**src/sgd_pkg.sv**
```systemverilog
// types and constants shared by the sobel gradient direction core
`default_nettype none

package sgd_pkg;

    localparam int PIX_W = 8;
    localparam int X_W   = 10;
    localparam int Y_W   = 12;
    localparam int G_W   = 11;
    localparam int MAG_W = 11;
    localparam int DIR_W = 2;
    localparam int FW_W  = 11;
    localparam int FH_W  = 13;
    localparam int CFG_W = 13;

    localparam logic [FW_W-1:0] FW_RESET = 11'd640;
    localparam logic [FH_W-1:0] FH_RESET = 13'd480;

    localparam logic [MAG_W-1:0] MAG_MAX = 11'd1442;

    // result bit layout on the output data bus
    localparam int X_LSB      = 0;
    localparam int Y_LSB      = X_LSB + X_W;
    localparam int GX_LSB     = Y_LSB + Y_W;
    localparam int GY_LSB     = GX_LSB + G_W;
    localparam int MAG_LSB    = GY_LSB + G_W;
    localparam int DIR_LSB    = MAG_LSB + MAG_W;
    localparam int OUT_USED_W = DIR_LSB + DIR_W;
    localparam int OUT_DATA_W = ((OUT_USED_W + 7) / 8) * 8;
    localparam int OUT_PAD    = OUT_DATA_W - OUT_USED_W;

    localparam int QDEPTH = 4;
    localparam int QPW    = $clog2(QDEPTH);

    typedef logic [DIR_W-1:0] t_dir;
    localparam t_dir DIR_SECTOR_0 = 2'd0;
    localparam t_dir DIR_SECTOR_1 = 2'd1;
    localparam t_dir DIR_SECTOR_2 = 2'd2;
    localparam t_dir DIR_SECTOR_3 = 2'd3;

    typedef logic t_cfg_idx;
    localparam t_cfg_idx CFG_FRAME_WIDTH  = 1'b0;
    localparam t_cfg_idx CFG_FRAME_HEIGHT = 1'b1;

    typedef struct packed {
        logic             we;
        t_cfg_idx         idx;
        logic [CFG_W-1:0] data;
    } t_cfg_wr;

    // [row][col], row 0 is the oldest line, col 0 the leftmost
    typedef logic [2:0][2:0][PIX_W-1:0] t_win;

    typedef struct packed {
        t_win           win;
        logic [X_W-1:0] x;
        logic [Y_W-1:0] y;
        logic           last;
    } t_job;

    typedef struct packed {
        logic valid;
        t_job job;
    } t_push;

endpackage

`default_nettype wire

```
**src/sgd_queue.sv**
```systemverilog
// short request queue between front end and back end
`default_nettype none

module sgd_queue (
    input  wire            i_clk,
    input  wire            i_rst_n,
    input  sgd_pkg::t_push i_push,
    output logic           o_full,
    input  wire            i_pop,
    output logic           o_empty,
    output sgd_pkg::t_job  o_head
);

    sgd_pkg::t_job          r_mem [sgd_pkg::QDEPTH];
    logic [sgd_pkg::QPW-1:0] r_wp, r_rp;
    logic [sgd_pkg::QPW:0]   r_cnt;
    logic                    do_push, do_pop;

    assign o_full  = (r_cnt == (sgd_pkg::QPW+1)'(sgd_pkg::QDEPTH));
    assign o_empty = (r_cnt == '0);
    assign o_head  = r_mem[r_rp];
    assign do_push = i_push.valid && !o_full;
    assign do_pop  = i_pop && !o_empty;

    always_ff @(posedge i_clk) begin
        if (!i_rst_n) begin
            r_wp  <= '0;
            r_rp  <= '0;
            r_cnt <= '0;
        end else begin
            if (do_push) begin
                r_wp <= r_wp + 1'b1;
            end
            if (do_pop) begin
                r_rp <= r_rp + 1'b1;
            end
            case ({do_push, do_pop})
                2'b10:   r_cnt <= r_cnt + 1'b1;
                2'b01:   r_cnt <= r_cnt - 1'b1;
                default: r_cnt <= r_cnt;
            endcase
        end
    end

    always_ff @(posedge i_clk) begin
        if (do_push) begin
            r_mem[r_wp] <= i_push.job;
        end
    end

endmodule

`default_nettype wire

```
**config.mk**
```make
export PLATFORM = sky130hd
export DESIGN_NAME = sgd_queue
export DESIGN_NICKNAME = d
export VERILOG_FILES = /design/src/sgd_pkg.sv /design/src/sgd_queue.sv
export SDC_FILE = /design/constraint.sdc
export NUM_CORES = 1
export LEC_CHECK = 0
export BUFFER_PORTS_ARGS = -buffer_cell sky130_fd_sc_hd__buf_2
export CAP_MARGIN = 25
export CORE_MARGIN = 5
export CORE_UTILIZATION = 50
export DETAILED_ROUTE_END_ITERATION = 7
export PLACE_DENSITY = 0.72
export SYNTH_ARGS = -nofsm -noshare
export SYNTH_HDL_FRONTEND = slang
export SYNTH_SLANG_ARGS = --single-unit
```
**constraint.sdc**
```tcl
create_clock -name i_clk -period 7.2 [get_ports i_clk]
set_input_delay 0.72 -clock i_clk [delete_from_list [all_inputs] [get_ports i_clk]]
set_output_delay 0.72 -clock i_clk [all_outputs]
set_load 0.01 [all_outputs]
```
Word level (Yosys, flattened, before mapping)
Memory sizes are Yosys's and may differ from the RTL's. A register that Yosys moved wholly into a read port is not among the register bits.
Index checks and enable logic that the tools add are counted.
{"block": "word_totals", "register_bits": 7, "ram_bits": 380, "inputBits": 99, "output_inout_bits": 97, "word_cells": 22, "n_memories": 1}
{"memory": "r_mem", "depth": 4, "width": 95, "read_ports": 1, "rd_clocked_by_memory_dff": 1, "wr": 1, "line": "sgd_queue.sv:14", "text": "sgd_pkg::t_job r_mem [sgd_pkg::QDEPTH];"}
{"block": "op_classes", "add_sub_neg": 4, "eq_ne": 3, "muxes": 5, "reduce_logical": 6}
{"operator": "3-bit case mux with 2 select lines", "n": 1}
{"operator": "2-bit by 1-bit adder with 2-bit output (second input constant)", "n": 2}
{"operator": "2-bit two-way mux", "n": 2}
{"operator": "3-bit by 1-bit adder with 3-bit output (second input constant)", "n": 1}
{"operator": "3-bit == test (second input constant)", "n": 1}
{"operator": "3-bit logical NOT", "n": 1}
{"operator": "3-bit by 1-bit subtractor with 3-bit output (second input constant)", "n": 1}
{"operator": "2-bit by 1-bit == test with 1-bit output (second input constant)", "n": 1}
{"operator": "2-bit == test (second input constant)", "n": 1}
{"operator": "1-bit logical AND", "n": 2}
{"operator": "1-bit logical NOT", "n": 2}
{"operator": "1-bit two-way mux", "n": 2}
{"operator": "2-bit nonzero test", "n": 1}

Logic depth before layout (Yosys ltp)
Gate-level depths: netlist (run 1).
{"block": "depth", "ltp_word": 5, "depth_mapped": 10, "ltp_nobuf": 9}

Least setup slack after synthesis (run 1)
No wires, ideal clock.
{"block": "synth_timing", "path_kind": "input-to-reg", "from": "in i_push[95] in the netlist's numbering", "to": "mem r_mem[0][0] in the netlist's numbering, enable pin", "setup_ns": 0.464, "t_arrival_ns": 3.300, "t_required_ns": 6.736, "setup_slack_ns": 3.436, "stages": 3, "n_path_buf": 1, "path_cell_list": "nor2b_1 -> clkbuf_1 -> and2_1"}
{"block": "synth_via", "elab_chain_cells": 3}
{"element": "start: declaration", "line": "sgd_queue.sv:7", "text": "input sgd_pkg::t_push i_push,"}
{"element": "1-bit logical AND", "line": "sgd_queue.sv:22", "text": "assign do_push = i_push.valid && !o_full;"}
{"element": "1-bit two-way mux", "line": "sgd_queue.sv:46", "text": "if (do_push) begin"}
{"element": "1-bit two-way mux (implied by the code)", "line": "sgd_queue.sv:47", "text": "r_mem[r_wp] <= i_push.job;"}
{"element": "end: declaration", "line": "sgd_queue.sv:14"}
No other way between the ends.

==> results of run 1 <==
==> state kept, by name (all words and copies together), names as in the netlist, named ones only <==
register,cells
r_rp,2
r_mem,380
r_cnt,3
r_wp,2
==> area by class of cell <==
cell class	instances	area share, %
Clock buffer	49	6.28
Multi-Input combinational cell	132	14.4
Tap cell	378	2.81
Inverter	6	0.134
Sequential cell	389	68.9
Clock inverter	20	1.32
Timing Repair Buffer	202	6.11
Antenna cell	1	0.0149
==> metrics by stage <==
step / power [mW] / utilization [%]
2_1_floorplan: 3.68 / -
3_3_place_gp: 4.04 / 55.7
3_5_place_dp: 4.07 / 55.7
4_1_cts: 6.07 / 60.2
5_1_grt: 6.25 / 60.2
6_report: 5.98 / 60.2
==> worst reg2reg max path, delay by kind of cell, from the launching register on <==
kind                   cells  cell delay [ns]
and+or+nand+nor            3             1.37
DFF                        1             0.41
buffers and inverters      1             0.77
==> power groups by stage <==
stage                     Clock [mW]  Combinational [mW]  Sequential [mW]
after floorplan                    0               0.860             2.82
after global placement             0                1.17             2.87
after detailed placement           0                1.19             2.89
after CTS                       2.03                1.19             2.84
after global routing            2.14                1.25             2.86
final                           1.98                1.16             2.83
==> synthesized netlist by cell type <==
cell type / instances / share of area (%)
sky130_fd_sc_hd__ha_1: 5 / 0.44
sky130_fd_sc_hd__nor3b_1: 1 / 0.053
sky130_fd_sc_hd__a21boi_0: 2 / 0.11
sky130_fd_sc_hd__clkbuf_1: 6 / 0.16
sky130_fd_sc_hd__buf_2: 11 / 0.39
sky130_fd_sc_hd__o21ai_0: 5 / 0.18
sky130_fd_sc_hd__inv_1: 6 / 0.16
sky130_fd_sc_hd__and2b_1: 1 / 0.053
sky130_fd_sc_hd__xor2_1: 1 / 0.062
sky130_fd_sc_hd__mux4_2: 95 / 15
sky130_fd_sc_hd__nor3_1: 1 / 0.035
sky130_fd_sc_hd__nand2_1: 7 / 0.18
sky130_fd_sc_hd__buf_12: 6 / 0.84
sky130_fd_sc_hd__dfxtp_1: 9 / 1.3
sky130_fd_sc_hd__edfxtp_1: 380 / 80
sky130_fd_sc_hd__nor2b_1: 1 / 0.044
sky130_fd_sc_hd__xnor2_1: 1 / 0.062
sky130_fd_sc_hd__mux2i_1: 2 / 0.14
sky130_fd_sc_hd__fa_1: 1 / 0.14
sky130_fd_sc_hd__and2_1: 6 / 0.26
sky130_fd_sc_hd__buf_6: 1 / 0.079
sky130_fd_sc_hd__or3_1: 2 / 0.088
sky130_fd_sc_hd__or4bb_1: 1 / 0.079
==> kinds of logic (layout without fill, tap and decap cells) <==
| group | Yosys count | in the layout |
|---|---|---|
| xor+xnor | 2 | 2 |
| mux | 97 | 97 |
| simple gates | 20 | 20 |
| flops | 389 | 389 |
| fa+ha+maj | 6 | 6 |
| buf+inv | 30 | 277 |
| compound gates | 7 | 7 |
| other cells | 0 | 1 |
==> how the worst min path moves through the flow <==
stage,startpoint,slack [ns],endpoint
after floorplan,r_rp[0]$_SDFFE_PN0P_,0.46,flop
after global placement,r_rp[0]$_SDFFE_PN0P_,0.48,r_rp[0]$_SDFFE_PN0P_
after detailed placement,r_wp[1]$_SDFFE_PN0P_,0.50,r_wp[1]$_SDFFE_PN0P_
after CTS,i_push[56],0.39,r_mem[0][56]$_DFFE_PP_
after global routing,i_push[91],0.40,r_mem[1][91]$_DFFE_PP_
final,i_push[56],0.43,r_mem[1][56]$_DFFE_PP_
==> placed cells by master (no fill, tap or decap), types with 3 or more instances in the layout <==
master | netlist | routed
sky130_fd_sc_hd__edfxtp_1 | 380 | 380
sky130_fd_sc_hd__buf_2 | 11 | 195
sky130_fd_sc_hd__mux4_2 | 95 | 95
sky130_fd_sc_hd__clkbuf_16 | 0 | 41
sky130_fd_sc_hd__clkinv_1 | 0 | 9
sky130_fd_sc_hd__clkbuf_1 | 6 | 8
sky130_fd_sc_hd__nand2_1 | 7 | 7
sky130_fd_sc_hd__buf_4 | 0 | 7
sky130_fd_sc_hd__dfxtp_1 | 9 | 7
sky130_fd_sc_hd__inv_1 | 6 | 6
sky130_fd_sc_hd__o21ai_0 | 5 | 5
sky130_fd_sc_hd__ha_1 | 5 | 5
sky130_fd_sc_hd__bufinv_16 | 0 | 5
sky130_fd_sc_hd__and2_4 | 0 | 4
sky130_fd_sc_hd__clkinv_2 | 0 | 3
==> per-layer routing <==
layer,track usage (%),wire [um],vias up
met5,0,34,-
met1,21.2,10200,3301
met2,27.3,12900,208
met3,4.34,1980,40
li1,-,-,2794
met4,3.36,386,4
==> qor.csv, run 1 <==
stage,metric,value,unit
run_status,status,"complete, no violations",
logic_synthesis,warnings from Yosys,0,
timing,Layout Skew,0.0170,ns
floorplanning,effective utilization at floorplan,51.0,%
setup_path,critical path arrival,2.72,ns
placement,placed inst area,15500,um2
pwr,pwr dens,355,nW/um2
pwr,share of total power in sequential cells,47.4,%
setup_path,logic depth of the worst setup path including buffers,3,
pwr,P_int,4.51,mW
detailed_routing,DRC violation count after routing,0,
clocking,buffer cell driving the clock tree root,sky130_fd_sc_hd__clkbuf_16,
floorplanning,vertical extent of the die,179,um
finish,total area of sequential cells,11600,um2
finish,filler cell count in the final layout,1979,
clocking,clock tree buffer depth,3,
worst_hold_path,type of the tightest min-delay check,primary input to flop,
setup_path,Crit path required time,6.48,ns
pwr,clock share of power,33.2,%
timing,Final Max Tran Viols,0,
global_route,wire length of the first global-routing pass,38.9,mm
timing,final hold violations,0,
pwr,switching pwr,1.47,mW
placement,number of buffers added on ports,195,
detailed_routing,count of routing violations after the opening detailed-route iteration,423,
setup_path,Critical Path End Type,output port,
timing,smallest hold slack,0.428,ns
logic_synthesis,Syn Std Cell Area,14200,um2
timing,maximum clock rate,0.291,GHz
detailed_routing,remaining number of nets flagged by the antenna check after routing,0,
placement,total placed cells including tap cells,1107,
timing,slew at the pin with the worst max-slew slack,0.998,ns
finish,fraction of layout cells with a size suffix above 1,44.5,%
worst_hold_path,cell depth of the worst hold path,1,
detailed_routing,final wirelength,25.5,mm
timing,headroom to the max-slew limit,33.4,%
setup_path,cell with the biggest individual delay on the critical path,sky130_fd_sc_hd__dfxtp_4,
setup_path,endpoint of the worst setup timing path,o_head[4],
setup_path,critical path peak fanout,37,
pwr,Leak,5.61,nW
detailed_routing,WL/cell,21.7,um
placement,minimum setup slack after placement,3.89,ns
floorplanning,count of boundary I/O pins,196,
pwr,sw frac,24.6,%
logic_synthesis,fraction of the yosys area taken by sequential cells,81.4,%
logic_synthesis,synthesized net count,656,
detailed_routing,number of vias after detailed routing,6347,
global_route,remaining global-route overflow,0,
clocking,Post-CTS Resized,0,
logic_synthesis,multiplexer area fraction after synthesis,15.2,%
setup_path,r2r worst-path depth,4,
global_route,maximum number of pins on one net before global-route repair,66,
setup_path,number of buffer and inverter instances along the worst setup path,2,
finish,final cell count without fillers,1177,
clocking,TritonCTS buffer count,39,
clocking,total number of clock tree sinks,389,
setup_path,worst reg2reg path startpoint,r_cnt[0]$_SDFFE_PN0P_,
placement,dpl hpwl,15.5,mm
detailed_routing,number of vias per cell,5.39,
floorplanning,die outline area,31900,um2
floorplanning,Core Footprint,27900,um2
floorplanning,FP Rows,61,
setup_path,kind of cell adding the most delay to the critical path,buffers and inverters,
pwr,"IR drop worst, VDD",0.000307,V
clocking,H-tree levels,2,
timing,minimum period implied by the final worst setup slack,3.44,ns
global_route,vias in the first global route,6738,
setup_path,startpoint type of the worst setup path,flop,
finish,"final std cell area, no fill",16800,um2
clocking,clock input transition at the sequential cells of the worst setup and hold paths,0.06,ns
finish,area occupied by multi-input gates,2420,um2
setup_path,type of the setup path with the least slack,flop to output port,
timing,Final TNS setup,0,ns
clocking,quantity of hold-fixing buffers added after cts,0,
logic_synthesis,Mapped Cells,551,
logic_synthesis,synthesized-area fraction occupied by xor and xnor cells,0.123,%
logic_synthesis,simple-gate portion of the synthesized area,0.800,%
timing,Final Setup Violations,0,
finish,NumNets Final,875,
finish,Layout area overhead,18.2,%
clocking,Post CTS Setup Buffer Count,0,
clocking,clock tree from TritonCTS,built,
logic_synthesis,compound-cell area share of the yosys netlist,0.281,%
clocking,Clock Latency Late Sink,0.51,ns
pwr,Combinational Power Share,19.4,%
setup_path,internal reg-to-reg setup slack,4.24,ns
floorplanning,die span in x,179,um
setup_path,RR Endpoint,r_mem[1][79]$_DFFE_PP_,
detailed_routing,drt pass-1 iters,4,
timing,setup repair after global routing missed its margin,no,
setup_path,delay of the slowest critical-path stage,0.68,ns
setup_path,cell-by-cell listing of the critical path,buf_4 > mux4_2 > buf_2,
timing,final critical-path share of the clock period,47.8,%
placement,final weighted congestion in routability-driven placement,0.717,
logic_synthesis,synthesis-stage register bit count,389,
global_route,number of antenna violations at the first check in global routing,2,
logic_synthesis,synthesized-area fraction occupied by adder cells,0.580,%
logic_synthesis,dominant combinational cell family by area after synthesis,multiplexers,
logic_synthesis,synth unique cells,23,
logic_synthesis,synthesized area per cell,25.8,um2
timing,Worst Slack Setup Final,3.76,ns
run,reported max-cap violation count,0,
global_route,total track usage,16.1,%
No activity file was read; power rests on OpenSTA's default activity.
==> inputs of run 2 (changes only) <==
Settings changed: PLACE_DENSITY 0.72 to 0.75.
Clock period 7.2 ns to 2.9 ns, I/O delays scaled along.
==> run 2 against run 1 <==
Compared with the run above: largest cell class unchanged; die area stayed put; register-to-register slack worse by 3.6 ns; via count is 5.7% higher; cell area rose by 5.2%; power grew 150%; wire length up 7.5%; critical path depth is the same; sequential cell count unchanged; clock power rose by 130%; final cell count grew 7.1%; critical path type unchanged.
==> qor.csv, run 2 (synthesized netlist as in run 1, its figures left out) <==
stage,metric,value,unit
detailed_routing,number of vias per cell,5.32,
timing,headroom to the max-slew limit,62.9,%
finish,area occupied by multi-input gates,2420,um2
pwr,Leak,5.97,nW
setup_path,delay of the slowest critical-path stage,0.64,ns
clocking,Post-CTS Resized,0,
finish,"final std cell area, no fill",17700,um2
clocking,buffer cell driving the clock tree root,sky130_fd_sc_hd__clkbuf_16,
pwr,pwr dens,835,nW/um2
global_route,number of antenna violations at the first check in global routing,2,
timing,final hold violations,0,
detailed_routing,WL/cell,21.8,um
worst_hold_path,type of the tightest min-delay check,primary input to flop,
setup_path,type of the setup path with the least slack,flop to output port,
setup_path,logic depth of the worst setup path including buffers,3,
setup_path,critical path arrival,2.28,ns
detailed_routing,drt pass-1 iters,5,
pwr,clock share of power,31.4,%
clocking,clock tree buffer depth,3,
timing,minimum period implied by the final worst setup slack,2.57,ns
clocking,clock input transition at the sequential cells of the worst setup and hold paths,0.06,ns
detailed_routing,count of routing violations after the opening detailed-route iteration,526,
global_route,wire length of the first global-routing pass,41.9,mm
detailed_routing,final wirelength,27.4,mm
setup_path,Crit path required time,2.61,ns
global_route,remaining global-route overflow,0,
placement,dpl hpwl,16.3,mm
finish,"flip-flop count of the largest register, all copies and words added",380,
run_status,status,"complete, no violations",
timing,Final Setup Violations,0,
global_route,maximum number of pins on one net before global-route repair,47,
worst_hold_path,Hold Crit Start,i_push[46],
detailed_routing,remaining number of nets flagged by the antenna check after routing,0,
clocking,Clock Latency Late Sink,0.50,ns
finish,"most common cell after layout, fill and taps aside",sky130_fd_sc_hd__edfxtp_1,
setup_path,startpoint type of the worst setup path,flop,
setup_path,r2r worst-path depth,9,
finish,register ranked first by flip-flop count,r_mem,
setup_path,kind of cell adding the most delay to the critical path,flip-flops,
clocking,H-tree levels,2,
pwr,switching pwr,3.73,mW
finish,NumNets Final,960,
floorplanning,Core Footprint,27900,um2
pwr,sw frac,25.2,%
detailed_routing,number of vias after detailed routing,6707,
detailed_routing,DRC violation count after routing,0,
setup_path,cell with the biggest individual delay on the critical path,sky130_fd_sc_hd__dfxtp_4,
finish,fraction of layout cells with a size suffix above 1,40.7,%
clocking,Post CTS Setup Buffer Count,0,
worst_hold_path,terminating pin of the worst hold path,r_mem[2][46]$_DFFE_PP_,
timing,maximum clock rate,0.389,GHz
clocking,clock tree from TritonCTS,built,
placement,placed inst area,15700,um2
floorplanning,die outline area,31900,um2
setup_path,RR Endpoint,r_cnt[2]$_SDFFE_PN0P_,
timing,Final TNS setup,0,ns
setup_path,internal reg-to-reg setup slack,0.60,ns
setup_path,Critical Path End Type,output port,
timing,Layout Skew,0.0121,ns
finish,leading registers by flop count,"r_mem x380, r_cnt x3",
run,reported max-cap violation count,0,
timing,slew at the pin with the worst max-slew slack,0.557,ns
floorplanning,FP Rows,61,
setup_path,worst reg2reg path startpoint,r_cnt[2]$_SDFFE_PN0P_,
floorplanning,count of boundary I/O pins,196,
finish,Layout area overhead,24.4,%
floorplanning,die span in x,179,um
finish,total area of sequential cells,11600,um2
finish,"leading cell types in the layout, fill and taps excluded","sky130_fd_sc_hd__edfxtp_1 (380), sky130_fd_sc_hd__buf_2 (195), sky130_fd_sc_hd__mux4_2 (95)",
setup_path,number of buffer and inverter instances along the worst setup path,2,
timing,setup repair after global routing missed its margin,no,
placement,final weighted congestion in routability-driven placement,0.752,
timing,Final Max Tran Viols,0,
pwr,share of total power in sequential cells,47.4,%
floorplanning,vertical extent of the die,179,um
finish,filler cell count in the final layout,1868,
worst_hold_path,cell depth of the worst hold path,1,
global_route,total track usage,17.2,%
clocking,quantity of hold-fixing buffers added after cts,76,
finish,final cell count without fillers,1260,
pwr,"IR drop worst, VDD",0.000671,V
setup_path,critical path peak fanout,34,
pwr,Combinational Power Share,21.3,%
pwr,P_int,11.1,mW
global_route,vias in the first global route,7293,
timing,final critical-path share of the clock period,88.6,%
floorplanning,effective utilization at floorplan,51.0,%
clocking,total number of clock tree sinks,389,
placement,total placed cells including tap cells,1113,
placement,number of buffers added on ports,195,
clocking,TritonCTS buffer count,39,
setup_path,cell-by-cell listing of the critical path,buf_12 > mux4_2 > buf_2,
## run 2: changes by cell type in the layout (fill, tap and decap cells not counted)
cell                            delta
sky130_fd_sc_hd__buf_12           +12
sky130_fd_sc_hd__clkinvlp_4        -1
sky130_fd_sc_hd__clkinv_4          -1
sky130_fd_sc_hd__clkinv_1          +1
sky130_fd_sc_hd__clkinv_2          +3
sky130_fd_sc_hd__dlygate4sd3_1    +79
sky130_fd_sc_hd__clkbuf_1          -1
sky130_fd_sc_hd__bufinv_16         -2
sky130_fd_sc_hd__inv_6             +1
sky130_fd_sc_hd__buf_4             -6
sky130_fd_sc_hd__clkbuf_16         -2
## run 2: how the worst max path moves through the flow
stage / slack, ns / start / to
2_1_floorplan: 0.43 / r_cnt[2]$_SDFFE_PN0P_ / r_mem[0][0]$_DFFE_PP_
3_3_place_gp: 0.81 / r_cnt[2]$_SDFFE_PN0P_ / r_cnt[2]$_SDFFE_PN0P_
3_5_place_dp: 0.61 / r_cnt[2]$_SDFFE_PN0P_ / r_cnt[2]$_SDFFE_PN0P_
4_1_cts: 0.26 / flop / o_head[76]
5_1_grt: 0.16 / flop / o_head[76]
6_report: 0.33 / flop / o_head[14]
## run 2: per-layer routing
metal,GRT usage [%],up-vias,part of all wire (%)
met4,3.93,2,1.9
met3,3.94,47,6.7
met1,22.8,3461,40
met2,29.5,230,51
met5,0,-,0.044
li1,-,2967,-
## run 2: layout make-up
type / instances / share of cell area, %
inverter: 6 / 0.127
multi-input combinational: 132 / 13.7
timing repair buffer: 287 / 11.4
tap: 378 / 2.67
antenna: 1 / 0.0141
sequential: 389 / 65.5
clock inverter: 21 / 0.982
clock buffer: 46 / 5.66
## run 2: power by group through the flow
| stage | registers [mW] | clock network, mW | logic [mW] |
|---|---|---|---|
| after floorplan | 6.98 | 0 | 2.14 |
| after global placement | 7.07 | 0 | 3.03 |
| after detailed placement | 7.12 | 0 | 3.11 |
| after CTS | 7.01 | 4.76 | 3.21 |
| after global routing | 7.05 | 5.01 | 3.38 |
| final | 7.00 | 4.64 | 3.14 |
## run 2: per-stage QoR
| stage | power (mW) | worst slack [ns] | utilization, % | hold slack [ns] |
|---|---|---|---|---|
| finish | 14.8 | 0.332 | 63.4 | 0.0160 |
| global route | 15.4 | 0.164 | 63.4 | 0.000899 |
| floorplan | 9.12 | 0.427 | - | 0.389 |
| CTS | 15.0 | 0.256 | 63.3 | 0.0000961 |
| global placement | 10.1 | 0.806 | 56.4 | 0.479 |
| detailed placement | 10.2 | 0.607 | 56.4 | 0.506 |
