==> src/sgd_pkg.sv <==
// types and constants shared by the sobel gradient direction core
`default_nettype none

package sgd_pkg;

    localparam int PIX_W = 8;
    localparam int X_W   = 10;
    localparam int Y_W   = 12;
    localparam int G_W   = 11;
    localparam int MAG_W = 11;
    localparam int DIR_W = 2;
    localparam int FW_W  = 11;
    localparam int FH_W  = 13;
    localparam int CFG_W = 13;

    localparam logic [FW_W-1:0] FW_RESET = 11'd640;
    localparam logic [FH_W-1:0] FH_RESET = 13'd480;

    localparam logic [MAG_W-1:0] MAG_MAX = 11'd1442;

    // result bit layout on the output data bus
    localparam int X_LSB      = 0;
    localparam int Y_LSB      = X_LSB + X_W;
    localparam int GX_LSB     = Y_LSB + Y_W;
    localparam int GY_LSB     = GX_LSB + G_W;
    localparam int MAG_LSB    = GY_LSB + G_W;
    localparam int DIR_LSB    = MAG_LSB + MAG_W;
    localparam int OUT_USED_W = DIR_LSB + DIR_W;
    localparam int OUT_DATA_W = ((OUT_USED_W + 7) / 8) * 8;
    localparam int OUT_PAD    = OUT_DATA_W - OUT_USED_W;

    localparam int QDEPTH = 4;
    localparam int QPW    = $clog2(QDEPTH);

    typedef logic [DIR_W-1:0] t_dir;
    localparam t_dir DIR_SECTOR_0 = 2'd0;
    localparam t_dir DIR_SECTOR_1 = 2'd1;
    localparam t_dir DIR_SECTOR_2 = 2'd2;
    localparam t_dir DIR_SECTOR_3 = 2'd3;

    typedef logic t_cfg_idx;
    localparam t_cfg_idx CFG_FRAME_WIDTH  = 1'b0;
    localparam t_cfg_idx CFG_FRAME_HEIGHT = 1'b1;

    typedef struct packed {
        logic             we;
        t_cfg_idx         idx;
        logic [CFG_W-1:0] data;
    } t_cfg_wr;

    // [row][col], row 0 is the oldest line, col 0 the leftmost
    typedef logic [2:0][2:0][PIX_W-1:0] t_win;

    typedef struct packed {
        t_win           win;
        logic [X_W-1:0] x;
        logic [Y_W-1:0] y;
        logic           last;
    } t_job;

    typedef struct packed {
        logic valid;
        t_job job;
    } t_push;

endpackage

`default_nettype wire

==> src/sgd_back.sv <==
// back end: sobel sums, magnitude by bitwise root search, sector, output register
`default_nettype none

module sgd_back (
    input  wire                                i_clk,
    input  wire                                i_rst_n,
    input  wire                                i_empty,
    input  sgd_pkg::t_job                      i_head,
    output logic                               o_pop,
    output logic                               o_tvalid,
    input  wire                                i_tready,
    output logic [sgd_pkg::OUT_DATA_W-1:0]     o_tdata,
    output logic                               o_tlast
);

    localparam int AW    = sgd_pkg::G_W - 1;
    localparam int SQ_W  = 2 * AW;
    localparam int V_W   = SQ_W + 1;
    localparam int T2_W  = 2 * sgd_pkg::MAG_W;
    localparam int BIT_W = $clog2(sgd_pkg::MAG_W);

    typedef enum logic [5:0] {
        B_IDLE = 6'b000001,
        B_GRAD = 6'b000010,
        B_SQ   = 6'b000100,
        B_SUM  = 6'b001000,
        B_ROOT = 6'b010000,
        B_OUT  = 6'b100000
    } t_bstate;

    t_bstate r_state, n_state;

    sgd_pkg::t_job                    r_job;
    logic signed [sgd_pkg::G_W-1:0]   r_gx, r_gy;
    logic [SQ_W-1:0]                  r_sqx, r_sqy;
    logic [V_W-1:0]                   r_v;
    logic [sgd_pkg::MAG_W-1:0]        r_root;
    logic [BIT_W-1:0]                 r_bit;
    sgd_pkg::t_dir                    r_dir;
    logic                             r_ovalid, r_olast;
    logic [sgd_pkg::OUT_DATA_W-1:0]   r_odata;

    logic [AW-1:0]               gx_pos, gx_neg, gy_pos, gy_neg;
    logic [AW-1:0]               ax, ay;
    logic [sgd_pkg::MAG_W-1:0]   t;
    logic [T2_W-1:0]             t_sq;
    sgd_pkg::t_dir               dir;
    logic                        load;

    always_comb begin
        gx_pos = AW'(r_job.win[2][0]) + {r_job.win[2][1], 1'b0} + AW'(r_job.win[2][2]);
        gx_neg = AW'(r_job.win[0][0]) + {r_job.win[0][1], 1'b0} + AW'(r_job.win[0][2]);
        gy_pos = AW'(r_job.win[0][0]) + {r_job.win[1][0], 1'b0} + AW'(r_job.win[2][0]);
        gy_neg = AW'(r_job.win[0][2]) + {r_job.win[1][2], 1'b0} + AW'(r_job.win[2][2]);
    end

    assign ax = r_gx[sgd_pkg::G_W-1] ? AW'(-r_gx) : AW'(r_gx);
    assign ay = r_gy[sgd_pkg::G_W-1] ? AW'(-r_gy) : AW'(r_gy);

    always_comb begin
        if (r_gx == '0) begin
            dir = r_gy[sgd_pkg::G_W-1] ? sgd_pkg::DIR_SECTOR_2 : sgd_pkg::DIR_SECTOR_1;
        end else if (r_gy != '0 && (r_gy[sgd_pkg::G_W-1] != r_gx[sgd_pkg::G_W-1])) begin
            dir = (ay > ax) ? sgd_pkg::DIR_SECTOR_2 : sgd_pkg::DIR_SECTOR_3;
        end else begin
            dir = (ay >= ax) ? sgd_pkg::DIR_SECTOR_1 : sgd_pkg::DIR_SECTOR_0;
        end
    end

    // one root bit per cycle, msb first
    assign t    = r_root | (sgd_pkg::MAG_W'(1) << r_bit);
    assign t_sq = T2_W'(t) * T2_W'(t);

    assign o_pop = (r_state == B_IDLE) && !i_empty;
    assign load  = (r_state == B_OUT) && (!r_ovalid || i_tready);

    always_comb begin
        n_state = r_state;
        unique case (r_state)
            B_IDLE: if (!i_empty) n_state = B_GRAD;
            B_GRAD: n_state = B_SQ;
            B_SQ:   n_state = B_SUM;
            B_SUM:  n_state = B_ROOT;
            B_ROOT: if (r_bit == '0) n_state = B_OUT;
            B_OUT:  if (load) n_state = B_IDLE;
            default: n_state = B_IDLE;
        endcase
    end

    always_ff @(posedge i_clk) begin
        if (!i_rst_n) begin
            r_state  <= B_IDLE;
            r_ovalid <= 1'b0;
        end else begin
            r_state <= n_state;
            if (load) begin
                r_ovalid <= 1'b1;
            end else if (i_tready) begin
                r_ovalid <= 1'b0;
            end
        end
    end

    always_ff @(posedge i_clk) begin
        if (o_pop) begin
            r_job <= i_head;
        end
        if (r_state == B_GRAD) begin
            r_gx <= sgd_pkg::G_W'($signed({1'b0, gx_pos}) - $signed({1'b0, gx_neg}));
            r_gy <= sgd_pkg::G_W'($signed({1'b0, gy_pos}) - $signed({1'b0, gy_neg}));
        end
        if (r_state == B_SQ) begin
            r_sqx <= SQ_W'(ax) * SQ_W'(ax);
            r_sqy <= SQ_W'(ay) * SQ_W'(ay);
            r_dir <= dir;
        end
        if (r_state == B_SUM) begin
            r_v    <= V_W'(r_sqx) + V_W'(r_sqy);
            r_root <= '0;
            r_bit  <= BIT_W'(sgd_pkg::MAG_W - 1);
        end
        if (r_state == B_ROOT) begin
            if (t_sq <= T2_W'(r_v)) begin
                r_root <= t;
            end
            r_bit <= r_bit - 1'b1;
        end
        if (load) begin
            r_odata <= {sgd_pkg::OUT_PAD'(0), r_dir, r_root, r_gy, r_gx, r_job.y, r_job.x};
            r_olast <= r_job.last;
        end
    end

    assign o_tvalid = r_ovalid;
    assign o_tdata  = r_odata;
    assign o_tlast  = r_olast;

endmodule

`default_nettype wire

==> config.mk <==
export PLATFORM = sky130hd
export DESIGN_NAME = sgd_back
export DESIGN_NICKNAME = d
export VERILOG_FILES = /design/src/sgd_pkg.sv /design/src/sgd_back.sv
export SDC_FILE = /design/constraint.sdc
export NUM_CORES = 1
export LEC_CHECK = 0
export ABC_AREA = 1
export BUFFER_PORTS_ARGS = -buffer_cell sky130_fd_sc_hd__buf_2
export CORE_MARGIN = 2
export CORE_UTILIZATION = 45
export CTS_BUF_LIST = sky130_fd_sc_hd__clkbuf_4 sky130_fd_sc_hd__clkbuf_8
export DETAILED_ROUTE_END_ITERATION = 8
export GPL_ROUTABILITY_DRIVEN = 0
export GPL_TIMING_DRIVEN = 0
export PLACE_DENSITY = 0.69
export SYNTH_ARGS = -nofsm -noshare
export SYNTH_HDL_FRONTEND = slang
export SYNTH_SLANG_ARGS = --single-unit
export TNS_END_PERCENT = 10
==> constraint.sdc <==
create_clock -name i_clk -period 11.6 [get_ports i_clk]
set_clock_uncertainty 0.1 [all_clocks]
set_input_delay 1.16 -clock i_clk [delete_from_list [all_inputs] [get_ports i_clk]]
set_output_delay 1.16 -clock i_clk [all_outputs]
set_load 0.1 [all_outputs]
== Word-level counts from Yosys, hierarchy flattened ==
Cells that the tools add are included.

* Register bits after elaboration: 252
* Output and inout bits: 67
* Word-level logic and storage cells: 85

* Order comparisons: 3
* Add/subtract/negate cells: 14
* Multiply operators: 3
* Shift operators: 1
* Bitwise logic cells: 1
* Muxes and demuxes: 18
* Reduce and logical (&&, ||, !) cells: 12
* Eq/ne operators: 10

{| class="wikitable"
|+ Operator list
! cell !! number
|-
| $add 10x8->10 || 4
|-
| $add 8x9->10 || 4
|-
| $mul 10x10->20 || 2
|-
| $pmux 6 s6 || 1
|-
| $mux 11 || 3
|-
| $le 22x21->1 || 1
|-
| $mul 11x11->22 || 1
|-
| $sub 10x10->11 || 2
|-
| $add 20x20->21 || 1
|-
| $mux 10 || 2
|-
| $neg 10->10 || 2
|-
| $mux 6 || 3
|-
| $logic_not 11->1 || 1
|-
| $or 11x11->11 || 1
|-
| $reduce_bool 11->1 || 1
|-
| $shl 1x4->11 const A || 1
|-
| $ge 10x10->1 || 1
|-
| $gt 10x10->1 || 1
|-
| $mux 4 || 2
|-
| $eq 6x1->1 const B || 1
|-
| $eq 6x2->1 const B || 1
|-
| $eq 6x3->1 const B || 1
|-
| $eq 6x4->1 const B || 1
|-
| $eq 6x5->1 const B || 1
|-
| other kinds (12) || 23
|}

== Logic depth before layout (Yosys ltp) ==
Gate-level depths: netlist of run 1.

* Depth after elaboration: 6
* Mapped depth: 36
* Gate-level depth less buffers: 34

== Worst setup path before layout of run 1 ==
No wires, ideal clock.

* Kind: input to output
* Start point: input port i_empty
* End point: output port o_pop
* Buffers on the path: 0
* Arrival time: 5.968 ns
* Cell stages on the path: 1
* Path slack: 4.372 ns
* Path through: nor2_1

* Word-level cells in the longest chain between the ends: 2

{| class="wikitable"
|+ RTL lines
! element !! line !! text
|-
| from (decl) || sgd_back.sv:7 || <nowiki>input wire i_empty,</nowiki>
|-
| $logic_not 1->1 || -- ||
|-
| $logic_and 1x1->1 || sgd_back.sv:74 || <nowiki>assign o_pop = (r_state == B_IDLE) && !i_empty;</nowiki>
|-
| to (decl) || sgd_back.sv:9 || <nowiki>output logic o_pop,</nowiki>
|}

Every way passes these cells.

== Final worst setup path of run 1 ==
* Start point: register r_bit[0]
* End point: register r_root[9] (netlist name)

* Word-level cells in the longest chain between the ends: 6

{| class="wikitable"
|+ RTL lines
! element !! line !! text
|-
| from (decl) || sgd_back.sv:38 || <nowiki>logic [BIT_W-1:0] r_bit;</nowiki>
|-
| from (signal assigned) || sgd_back.sv:120 || <nowiki>r_bit <= BIT_W'(sgd_pkg::MAG_W - 1);</nowiki>
|-
| from (signal assigned) || sgd_back.sv:126 || <nowiki>r_bit <= r_bit - 1'b1;</nowiki>
|-
| $shl 1x4->11 * || sgd_back.sv:71 || <nowiki>assign t = r_root | (sgd_pkg::MAG_W'(1) << r_bit);</nowiki>
|-
| $or 11x11->11 * || sgd_back.sv:71 ||
|-
| $mul 11x11->22 || sgd_back.sv:72 || <nowiki>assign t_sq = T2_W'(t) * T2_W'(t);</nowiki>
|-
| $le 22x21->1 || sgd_back.sv:123 || <nowiki>if (t_sq <= T2_W'(r_v)) begin</nowiki>
|-
| $mux 11 * || sgd_back.sv:123 ||
|-
| $mux 11 * || sgd_back.sv:122 || <nowiki>if (r_state == B_ROOT) begin</nowiki>
|-
| to (signal assigned) || sgd_back.sv:124 || <nowiki>r_root <= t;</nowiki>
|-
| to (decl) || sgd_back.sv:37 || <nowiki>logic [sgd_pkg::MAG_W-1:0] r_root;</nowiki>
|}

Every way passes the cells marked *; elsewhere a longest branch is shown, timed or not.
A chain may end at the register's enable or synchronous reset.

==> flow_summary.json, run 1 <==
{
  "postRouteWirelength_microns": 42200,
  "fmaxAchievable_mhz": 118,
  "proportion_of_layout_cells_with_a_drive_suffix_above_1_pct": 13.1,
  "buffer_ports.inserted": 150,
  "die-width_microns": 221,
  "vdd.ir_drop.worst_mv": 0.157,
  "pwr_density_cell_nw_per_um2": 227,
  "tritoncts.num_buffers": 41,
  "final.hold.worst_slack_ns": 0.316,
  "instance_count_of_the_mapped_netlist": 2141,
  "htreeDepth": 2,
  "layout_worst_path_cycle_share_pct": 73.0,
  "mostFrequentLayoutCells": "sky130_fd_sc_hd__inv_1 (476), sky130_fd_sc_hd__nand2_1 (325), sky130_fd_sc_hd__edfxtp_1 (232)",
  "synthesis.yosys.warnings": 0,
  "run_status": "completed",
  "setup.worst_path.end_class": "flip-flop",
  "synth-async-reset-ratio_pct": 0,
  "yosys.area.top_type_share_pct": 32.8,
  "cts_hold_repair.buffers": 0,
  "detailedRoute.firstPassIterationCount": 5,
  "worstPathRequired_ns": 11.99,
  "nFillCells": 4166,
  "synthesis.area_sq_um": 21200,
  "route.antenna.remaining_nets": 0,
  "relSlewSlack_pct": 34.5,
  "io_pins": 166,
  "rsz0062_at_grt": "no",
  "part_of_the_yosys_area_used_for_sequential_elements_pct": 34.5,
  "synthDistinctLibCells": 54,
  "synth-edff-count": 232,
  "drt_drc_violations_left": 0,
  "worst_ep_arrival_time_ns": 8.86,
  "dr.first_iter.drc_count": 715,
  "critPathKind": "flip-flop to flip-flop",
  "areaGrowthSynthToFinish_pct": 11.7,
  "maximum_number_of_pins_on_one_net_before_global_route_repair": 41,
  "final_setup_fails": 0,
  "detailroute.via_count": 14700,
  "path_max_fanout": 10,
  "clk-insertion-delay-late_ns": 0.57,
  "synth_ff_type": "sky130_fd_sc_hd__edfxtp_1",
  "cts_sinks": 250,
  "groute.usage.overall_pct": 17.7,
  "number_of_antenna_violations_at_the_first_check_in_global_routing": 1,
  "rows": 79,
  "ctsLongestPathBuffers": 3,
  "clkSlewWorstSetupHoldPaths_ns": 0.06,
  "num-nets-final": 2889,
  "cts.root.buffer_cell": "sky130_fd_sc_hd__clkbuf_8",
  "dp_hpwl_microns": 34800,
  "initial_core_util_pct": 45.6,
  "final_max_slew_viol_count": 0,
  "coreArea_sq_um": 46600,
  "chipHeight_microns": 221,
  "netlist_top_cells_area": "sky130_fd_sc_hd__edfxtp_1 (33%), sky130_fd_sc_hd__fa_1 (20%), sky130_fd_sc_hd__ha_1 (13%)",
  "cts_tree": "built",
  "worst_hold_path_type": "flip-flop to flip-flop",
  "detail_route.wl_per_cell_microns": 14.1,
  "routed_via_density": 4.91,
  "critical-path-max-stage-delay_ns": 0.62,
  "layout.cells.most_common": "sky130_fd_sc_hd__inv_1",
  "setup_tns_ns": 0,
  "critPathLaunchType": "flip-flop",
  "die-area_sq_um": 48900,
  "grt-ovfl-total": 0,
  "final_period_minus_worst_setup_slack_ns": 8.47,
  "cells_resized_by_post_cts_repair": 0,
  "first_global_vias": 15500,
  "total_leakage_power_uw": 0.0119,
  "yosys_register_bits": 250,
  "crit_slowest_cell": "sky130_fd_sc_hd__fa_1",
  "maxCapViolCount": 0,
  "syn_avg_cell_area_sq_um": 9.91,
  "post_cts_setup_repair_bufs": 0,
  "synth_largest_area_cell": "sky130_fd_sc_hd__edfxtp_1",
  "worst_max_slew_pin_slew_ns": 0.974,
  "finalHoldViolations": 0,
  "first_pass_grt_wire_length_microns": 71800
}
==> path summary, 6_finish.rpt <==
| kind | startpoint | to | slack, ns | depth (start not counted) |
|---|---|---|---|---|
| setup reg to reg | r_bit[0] | r_root[9] | 3.13 | 30 |
| hold reg to reg | r_job[6] | o_tdata[15] | 0.32 | 0 |
| setup / recovery | r_bit[0] | r_root[9] | 3.13 | 30 |
| hold / removal | r_job[6] | o_tdata[15] | 0.32 | 0 |
==> power breakdown <==
part	leakage, uW	switching, uW	internal, uW
Combinational	0.00920	2050	1280
Clock	0.000432	345	434
Sequential	0.00228	32.7	1250
==> state kept, by name, indices dropped and copies added, names as in the netlist <==
signal and count:
r_bit 4, o_tlast 1, r_v 21, r_sqx 19, r_job 87, r_gx 11, r_sqy 19, r_root 11
r_dir 2, o_tdata 57, o_tvalid 1, r_gy 11, r_state 6
==> Yosys cell counts (5+ instances only) <==
cell,n
sky130_fd_sc_hd__a21o_1,8
sky130_fd_sc_hd__a21oi_1,109
sky130_fd_sc_hd__a21oi_2,5
sky130_fd_sc_hd__buf_4,11
sky130_fd_sc_hd__clkbuf_1,11
sky130_fd_sc_hd__dfxtp_1,18
sky130_fd_sc_hd__edfxtp_1,232
sky130_fd_sc_hd__fa_1,216
sky130_fd_sc_hd__ha_1,227
sky130_fd_sc_hd__inv_1,477
sky130_fd_sc_hd__inv_2,13
sky130_fd_sc_hd__nand2_1,325
sky130_fd_sc_hd__nand2_2,18
sky130_fd_sc_hd__nand3_1,57
sky130_fd_sc_hd__nand3_2,8
sky130_fd_sc_hd__nand3b_1,5
sky130_fd_sc_hd__nand4_1,12
sky130_fd_sc_hd__nor2_1,147
sky130_fd_sc_hd__nor2_2,5
sky130_fd_sc_hd__nor3_1,16
sky130_fd_sc_hd__o211ai_1,6
sky130_fd_sc_hd__o21ai_0,56
sky130_fd_sc_hd__o21ai_1,6
sky130_fd_sc_hd__o21bai_1,8
sky130_fd_sc_hd__xnor2_1,31
sky130_fd_sc_hd__xor2_1,59
==> worst max-delay path: cells and delay by family (launching register included) <==
family,cells,cell delay [ns]
fa+ha+maj,8,3.60
compound gates,9,2.04
buf+inv,6,1.26
simple gates,6,0.76
flops,1,0.46
xor+xnor,1,0.18
==> routing by layer <==
metal | global-route usage (%) | up-vias | share of wire, %
met3 | 3.03 | 85 | 4.7
met5 | 0 | - | 0
met1 | 20.9 | 7044 | 41
li1 | - | 7218 | -
met2 | 32.2 | 318 | 51
met4 | 6.19 | 0 | 2.9
==> cell type report <==
| type | instances | area (sq um) | area share [%] |
|---|---|---|---|
| multi-input combinational | 1375 | 11900 | 50.3 |
| antenna | 1 | 2.50 | 0.0106 |
| tap | 607 | 759 | 3.20 |
| clock buffer | 52 | 647 | 2.73 |
| timing repair buffer | 157 | 841 | 3.55 |
| sequential | 250 | 7330 | 30.9 |
| inverter | 494 | 1860 | 7.83 |
| clock inverter | 22 | 183 | 0.771 |
| buffer | 28 | 159 | 0.670 |
==> through the flow <==
stage / worst slack [ns] / utilization (%) / cell area, sq um / std cells / power, uW
floorplan: 4.37 / - / 21200 / 2147 / 3880
global placement: 3.21 / 48.9 / 22800 / 2904 / 4540
detailed placement: 3.21 / 49.1 / 22900 / 2911 / 4610
CTS: 3.16 / 50.9 / 23700 / 2985 / 5420
global route: 2.70 / 50.9 / 23700 / 2986 / 5970
finish: 3.13 / 50.9 / 23700 / 2986 / 5380
==> logic make-up (layout without fill, tap and decap cells) <==
| group | count (synthesis) | count (layout) | share of synthesized area [%] |
|---|---|---|---|
| and+or+nand+nor | 612 | 612 | 12.5 |
| buffers and inverters | 522 | 753 | 9.49 |
| adders and majority gates | 443 | 443 | 33.8 |
| DFF | 250 | 250 | 34.5 |
| AOI/OAI and AO/OA | 222 | 222 | 5.95 |
| xor gates and xnor gates | 91 | 91 | 3.79 |
| other | 1 | 8 | 0.0177 |
(Power assumes the default switching activity.)
==> run 2: changes to the inputs <==
==> constraint.sdc (replaced) <==
create_clock -name i_clk -period 8.54 [get_ports i_clk]
set_clock_uncertainty 0.1 [all_clocks]
set_input_delay 0.854 -clock i_clk [delete_from_list [all_inputs] [get_ports i_clk]]
set_output_delay 0.854 -clock i_clk [all_outputs]
set_load 0.1 [all_outputs]
==> flow_summary.json, run 2 (same netlist as run 1, synthesis figures left out) <==
{
  "run_status": "completed",
  "reg2reg_setup_slack_ns": 0.42,
  "pwr_density_cell_nw_per_um2": 308,
  "grt-ovfl-total": 0,
  "final_max_slew_viol_count": 0,
  "critPathLaunchType": "flip-flop",
  "ctsLongestPathBuffers": 3,
  "relSlewSlack_pct": 34.4,
  "clkSlewWorstSetupHoldPaths_ns": 0.06,
  "crit_slowest_cell": "sky130_fd_sc_hd__fa_1",
  "detailedRoute.firstPassIterationCount": 5,
  "routed_via_density": 4.93,
  "cts.root.buffer_cell": "sky130_fd_sc_hd__clkbuf_8",
  "clock_power_share_pct": 14.5,
  "num-nets-final": 2888,
  "post_layout_nonfiller_instances": 2985,
  "power.total_uw": 7300,
  "postRouteWirelength_microns": 42300,
  "dp_hpwl_microns": 34800,
  "final_period_minus_worst_setup_slack_ns": 8.12,
  "finalHoldViolations": 0,
  "setup.worst_path.end_class": "flip-flop",
  "layout_worst_path_cycle_share_pct": 95.1,
  "p_sw_share_pct": 45.1,
  "coreArea_sq_um": 46600,
  "initial_core_util_pct": 45.6,
  "holdCritStartpoint": "r_job[15]",
  "io_pins": 166,
  "clk-insertion-delay-late_ns": 0.57,
  "post-place-cells": 2911,
  "dr.first_iter.drc_count": 687,
  "p_int_uw": 4010,
  "nFillCells": 4166,
  "buffer_ports.inserted": 150,
  "critPathKind": "flip-flop to flip-flop",
  "met2_wirelength_microns": 21600,
  "first_global_vias": 15500,
  "die-width_microns": 221,
  "worstPathRequired_ns": 8.93,
  "largest_register": "r_job",
  "topRoutingLayerUsed": "met4",
  "timing.hold.worst_path_depth": 0,
  "combPwrFrac_pct": 61.7,
  "rr_endpoint": "r_root[9]",
  "worst_ep_arrival_time_ns": 8.51,
  "chipHeight_microns": 221,
  "wl_met1_microns": 17300,
  "cts_sinks": 250,
  "vdd.ir_drop.worst_mv": 0.213,
  "cts_tree": "built",
  "hold_critical_path_endpoint": "o_tdata[2]",
  "maximum_number_of_pins_on_one_net_before_global_route_repair": 41,
  "proportion_of_layout_cells_with_a_drive_suffix_above_1_pct": 13.3,
  "rsz0062_at_grt": "no",
  "worst_max_slew_pin_slew_ns": 0.975,
  "route.antenna.remaining_nets": 0,
  "final_setup_fails": 0,
  "critical-path-max-stage-delay_ns": 0.60,
  "cts_hold_repair.buffers": 0,
  "htreeDepth": 2,
  "mostFrequentLayoutCells": "sky130_fd_sc_hd__inv_1 (476), sky130_fd_sc_hd__nand2_1 (325), sky130_fd_sc_hd__edfxtp_1 (232)",
  "fmaxAchievable_mhz": 123,
  "path_max_fanout": 10,
  "maxCapViolCount": 0,
  "die-area_sq_um": 48900,
  "setup_tns_ns": 0,
  "tritoncts.num_buffers": 41,
  "first_pass_grt_wire_length_microns": 71800,
  "routed-wl-met3_microns": 2090,
  "total_leakage_power_uw": 0.0119,
  "number_of_antenna_violations_at_the_first_check_in_global_routing": 1,
  "drt_drc_violations_left": 0,
  "power.net_switching_uw": 3290,
  "p_seq_share_pct": 23.8,
  "detailroute.via_count": 14700,
  "worst_hold_path_type": "flip-flop to flip-flop",
  "detail_route.wl_per_cell_microns": 14.2,
  "rows": 79,
  "groute.usage.overall_pct": 17.7,
  "r2r-start": "r_bit[0]",
  "r2r_cells": 30,
  "layout.cells.most_common": "sky130_fd_sc_hd__inv_1",
  "post_cts_setup_repair_bufs": 0,
  "flip_flop_count_of_the_largest_register_after_layout": 87,
  "areaGrowthSynthToFinish_pct": 11.7
}
## run 2: layout make-up
class | instances | area, sq um | share of cell area (%)
clock inverters | 22 | 183 | 0.770
clock buffers | 52 | 647 | 2.73
well taps | 607 | 759 | 3.20
flip-flops and latches | 250 | 7330 | 30.9
repair buffers | 157 | 841 | 3.55
inverters | 494 | 1860 | 7.83
plain buffers | 27 | 159 | 0.670
multi-input cells | 1375 | 11900 | 50.3
diodes | 1 | 2.50 | 0.0106
## run 2: power by group through the flow
stage | Sequential, uW | Clock, uW | Combinational, uW
floorplan | 1810 | 0 | 3460
global placement | 1770 | 0 | 4390
detailed placement | 1760 | 0 | 4490
CTS | 1740 | 1090 | 4530
global route | 1740 | 1150 | 5220
finish | 1740 | 1060 | 4510
## run 2: worst max-delay path, delay by kind of cell, from the launching register on
kind / cells / cell delay (ns)
AOI/OAI and AO/OA: 9 / 1.90
xor gates and xnor gates: 1 / 0.18
adders and majority gates: 8 / 3.58
buffers and inverters: 6 / 1.09
DFF: 1 / 0.46
and+or+nand+nor: 6 / 0.74
## run 2: per-layer routing
layer  global-route usage (%)  vias to the layer above
met5                        0                        -
met4                     6.19                        0
met3                     3.03                       83
met2                     32.2                      344
met1                     20.9                     7050
li1                         -                     7225
## run 2: worst max-delay path by stage
stage | slack (ns) | startpoint | end | cells after the start
3_3_place_gp | 0.32 | r_bit[0] | r_root[8] | 30
2_1_floorplan | 1.56 | r_bit[0] | r_root[0] | 30
4_1_cts | 0.10 | r_bit[0] | r_root[9] | 30
3_5_place_dp | 0.15 | r_bit[0] | r_root[9] | 30
6_report | 0.42 | r_bit[0] | r_root[9] | 30
5_1_grt | 0.02 | r_bit[0] | r_root[9] | 30
## run 2: repair_timing
item	in CTS	in global routing
resized for setup	0	8
endpoints found under the setup margin	0	10
endpoints found under the hold margin	0	0
## run 2: per-stage QoR
step                      cell area, sq um  hold WS (ns)  setup slack [ns]  utilization [%]
final                                23700         0.315             0.422             50.9
after global routing                 23700         0.313            0.0183             50.9
after CTS                            23700         0.309             0.104             50.9
after detailed placement             22900         0.305             0.145             49.1
after global placement               22800         0.301             0.324             48.9
after floorplan                      21200         0.300              1.56                -
==> run 3: changes to the inputs <==
--- a/config.mk
+++ b/config.mk
@@ -8,12 +8,12 @@
 export ABC_AREA = 1
 export BUFFER_PORTS_ARGS = -buffer_cell sky130_fd_sc_hd__buf_2
 export CORE_MARGIN = 2
-export CORE_UTILIZATION = 45
+export CORE_UTILIZATION = 35
 export CTS_BUF_LIST = sky130_fd_sc_hd__clkbuf_4 sky130_fd_sc_hd__clkbuf_8
 export DETAILED_ROUTE_END_ITERATION = 8
 export GPL_ROUTABILITY_DRIVEN = 0
 export GPL_TIMING_DRIVEN = 0
-export PLACE_DENSITY = 0.69
+export PLACE_DENSITY = 0.57
 export SYNTH_ARGS = -nofsm -noshare
 export SYNTH_HDL_FRONTEND = slang
 export SYNTH_SLANG_ARGS = --single-unit
==> flow_summary.json, run 3 (same netlist as run 1, synthesis figures left out) <==
{
  "number_of_antenna_violations_at_the_first_check_in_global_routing": 0,
  "critPathTopFamily": "adder cells",
  "worst_max_slew_pin_slew_ns": 1.00,
  "p_seq_share_pct": 23.8,
  "finalHoldViolations": 0,
  "coreArea_sq_um": 60100,
  "critPathKind": "flip-flop to flip-flop",
  "dp_hpwl_microns": 36400,
  "buffer_ports.inserted": 150,
  "chipHeight_microns": 250,
  "flip_flop_count_of_the_largest_register_after_layout": 87,
  "run_status": "completed",
  "routed_via_density": 4.56,
  "dr.first_iter.drc_count": 542,
  "final_setup_fails": 0,
  "rsz0062_at_grt": "no",
  "total_leakage_power_uw": 0.0119,
  "worstPathRequired_ns": 8.98,
  "first_pass_grt_wire_length_microns": 73600,
  "postRouteWirelength_microns": 43600,
  "num-nets-final": 2892,
  "clk-insertion-delay-late_ns": 0.60,
  "power.total_uw": 7310,
  "detail_route.wl_per_cell_microns": 13.8,
  "route.antenna.remaining_nets": 0,
  "fmaxAchievable_mhz": 126,
  "largest_register": "r_job",
  "p_sw_share_pct": 45.8,
  "post_cts_setup_repair_bufs": 0,
  "vdd.ir_drop.worst_mv": 0.232,
  "maximum_number_of_pins_on_one_net_before_global_route_repair": 41,
  "layout_worst_path_cycle_share_pct": 92.6,
  "layout.cells.most_common": "sky130_fd_sc_hd__inv_1",
  "clock_power_share_pct": 14.0,
  "final_period_minus_worst_setup_slack_ns": 7.91,
  "ctsLongestPathBuffers": 3,
  "maxCapViolCount": 0,
  "die-area_sq_um": 62600,
  "cts_sinks": 250,
  "final_max_slew_viol_count": 0,
  "diodes": 0,
  "layout.core_utilization_pct": 39.8,
  "final.hold.worst_slack_ns": 0.309,
  "detailedRoute.firstPassIterationCount": 5,
  "power.net_switching_uw": 3350,
  "nFillCells": 5927,
  "p_int_uw": 3960,
  "setup_tns_ns": 0,
  "postPlaceCellArea_sq_um": 23100,
  "io_pins": 166,
  "worst_ep_arrival_time_ns": 8.35,
  "groute.usage.overall_pct": 14.3,
  "die-width_microns": 250,
  "cts_hold_repair.buffers": 0,
  "cts.root.buffer_cell": "sky130_fd_sc_hd__clkbuf_8",
  "cts_tree": "built",
  "worst_hold_path_type": "flip-flop to flip-flop",
  "worstPathBufferInverterCount": 5,
  "htreeDepth": 2,
  "drt_drc_violations_left": 0,
  "crit_slowest_cell": "sky130_fd_sc_hd__fa_1",
  "critPathLaunchType": "flip-flop",
  "pwr_density_cell_nw_per_um2": 306,
  "grt-ovfl-total": 0,
  "mostFrequentLayoutCells": "sky130_fd_sc_hd__inv_1 (476), sky130_fd_sc_hd__nand2_1 (325), sky130_fd_sc_hd__edfxtp_1 (232)",
  "initial_core_util_pct": 35.3,
  "clkSlewWorstSetupHoldPaths_ns": 0.06,
  "path_max_fanout": 11,
  "first_global_vias": 15400,
  "critical-path-max-stage-delay_ns": 0.62,
  "relSlewSlack_pct": 33.2,
  "setup.worst_path.end_class": "flip-flop",
  "combPwrFrac_pct": 62.2,
  "proportion_of_layout_cells_with_a_drive_suffix_above_1_pct": 13.5,
  "tritoncts.num_buffers": 44,
  "rows": 90,
  "fin_area_sq_um": 23900,
  "detailroute.via_count": 14400,
  "areaGrowthSynthToFinish_pct": 12.6
}
==> run 3: cell types whose count changed in the layout (fill, tap and decap cells not counted), sizes merged <==
cell	delta
bufinv	-3
clkbuf	+3
inv	+3
buf	+1
clkinvlp	-1
diode	-1
==> run 3: metrics by stage <==
step	worst slack [ns]	cells
2_1_floorplan	1.56	2147
3_3_place_gp	0.207	3079
3_5_place_dp	0.119	3087
4_1_cts	0.0703	3163
5_1_grt	0.0662	3162
6_report	0.634	3162
==> run 3: power groups by stage <==
stage | registers (uW) | clock network (uW) | logic [uW]
global route | 1750 | 1110 | 5270
finish | 1740 | 1020 | 4550
CTS | 1740 | 1060 | 4620
global placement | 1770 | 0 | 4510
floorplan | 1810 | 0 | 3460
detailed placement | 1760 | 0 | 4580
==> run 3: final cells by class <==
class	count	area (sq um)	area share (%)
Clock inverter	21	114	0.476
Sequential cell	250	7330	30.6
Buffer	27	160	0.670
Clock buffer	55	688	2.88
Timing Repair Buffer	158	848	3.55
Multi-Input combinational cell	1375	11900	49.9
Tap cell	782	978	4.09
Inverter	494	1860	7.76
==> run 3: worst paths after layout <==
kind	start	to	slack, ns	cells past startpoint
setup / recovery	r_bit[0]	r_root[4]	0.63	29
hold / removal	r_job[0]	o_tlast	0.31	0
setup reg to reg	r_bit[0]	r_root[4]	0.63	29
hold reg to reg	r_job[0]	o_tlast	0.31	0
==> run 3: per-layer routing <==
metal / GRT usage, % / wire length (microns) / up-vias
li1: - / - / 7218
met1: 17.1 / 18300 / 6875
met2: 25.8 / 22100 / 252
met3: 2.62 / 1940 / 78
met4: 5.13 / 1270 / 0
met5: 0 / 0 / -
==> run 3: what timing repair did <==
item                                    4_1_cts  5_1_grt
resized for setup                             0       10
endpoints found under the setup margin        0       11
hold endpoints to repair                      0        0
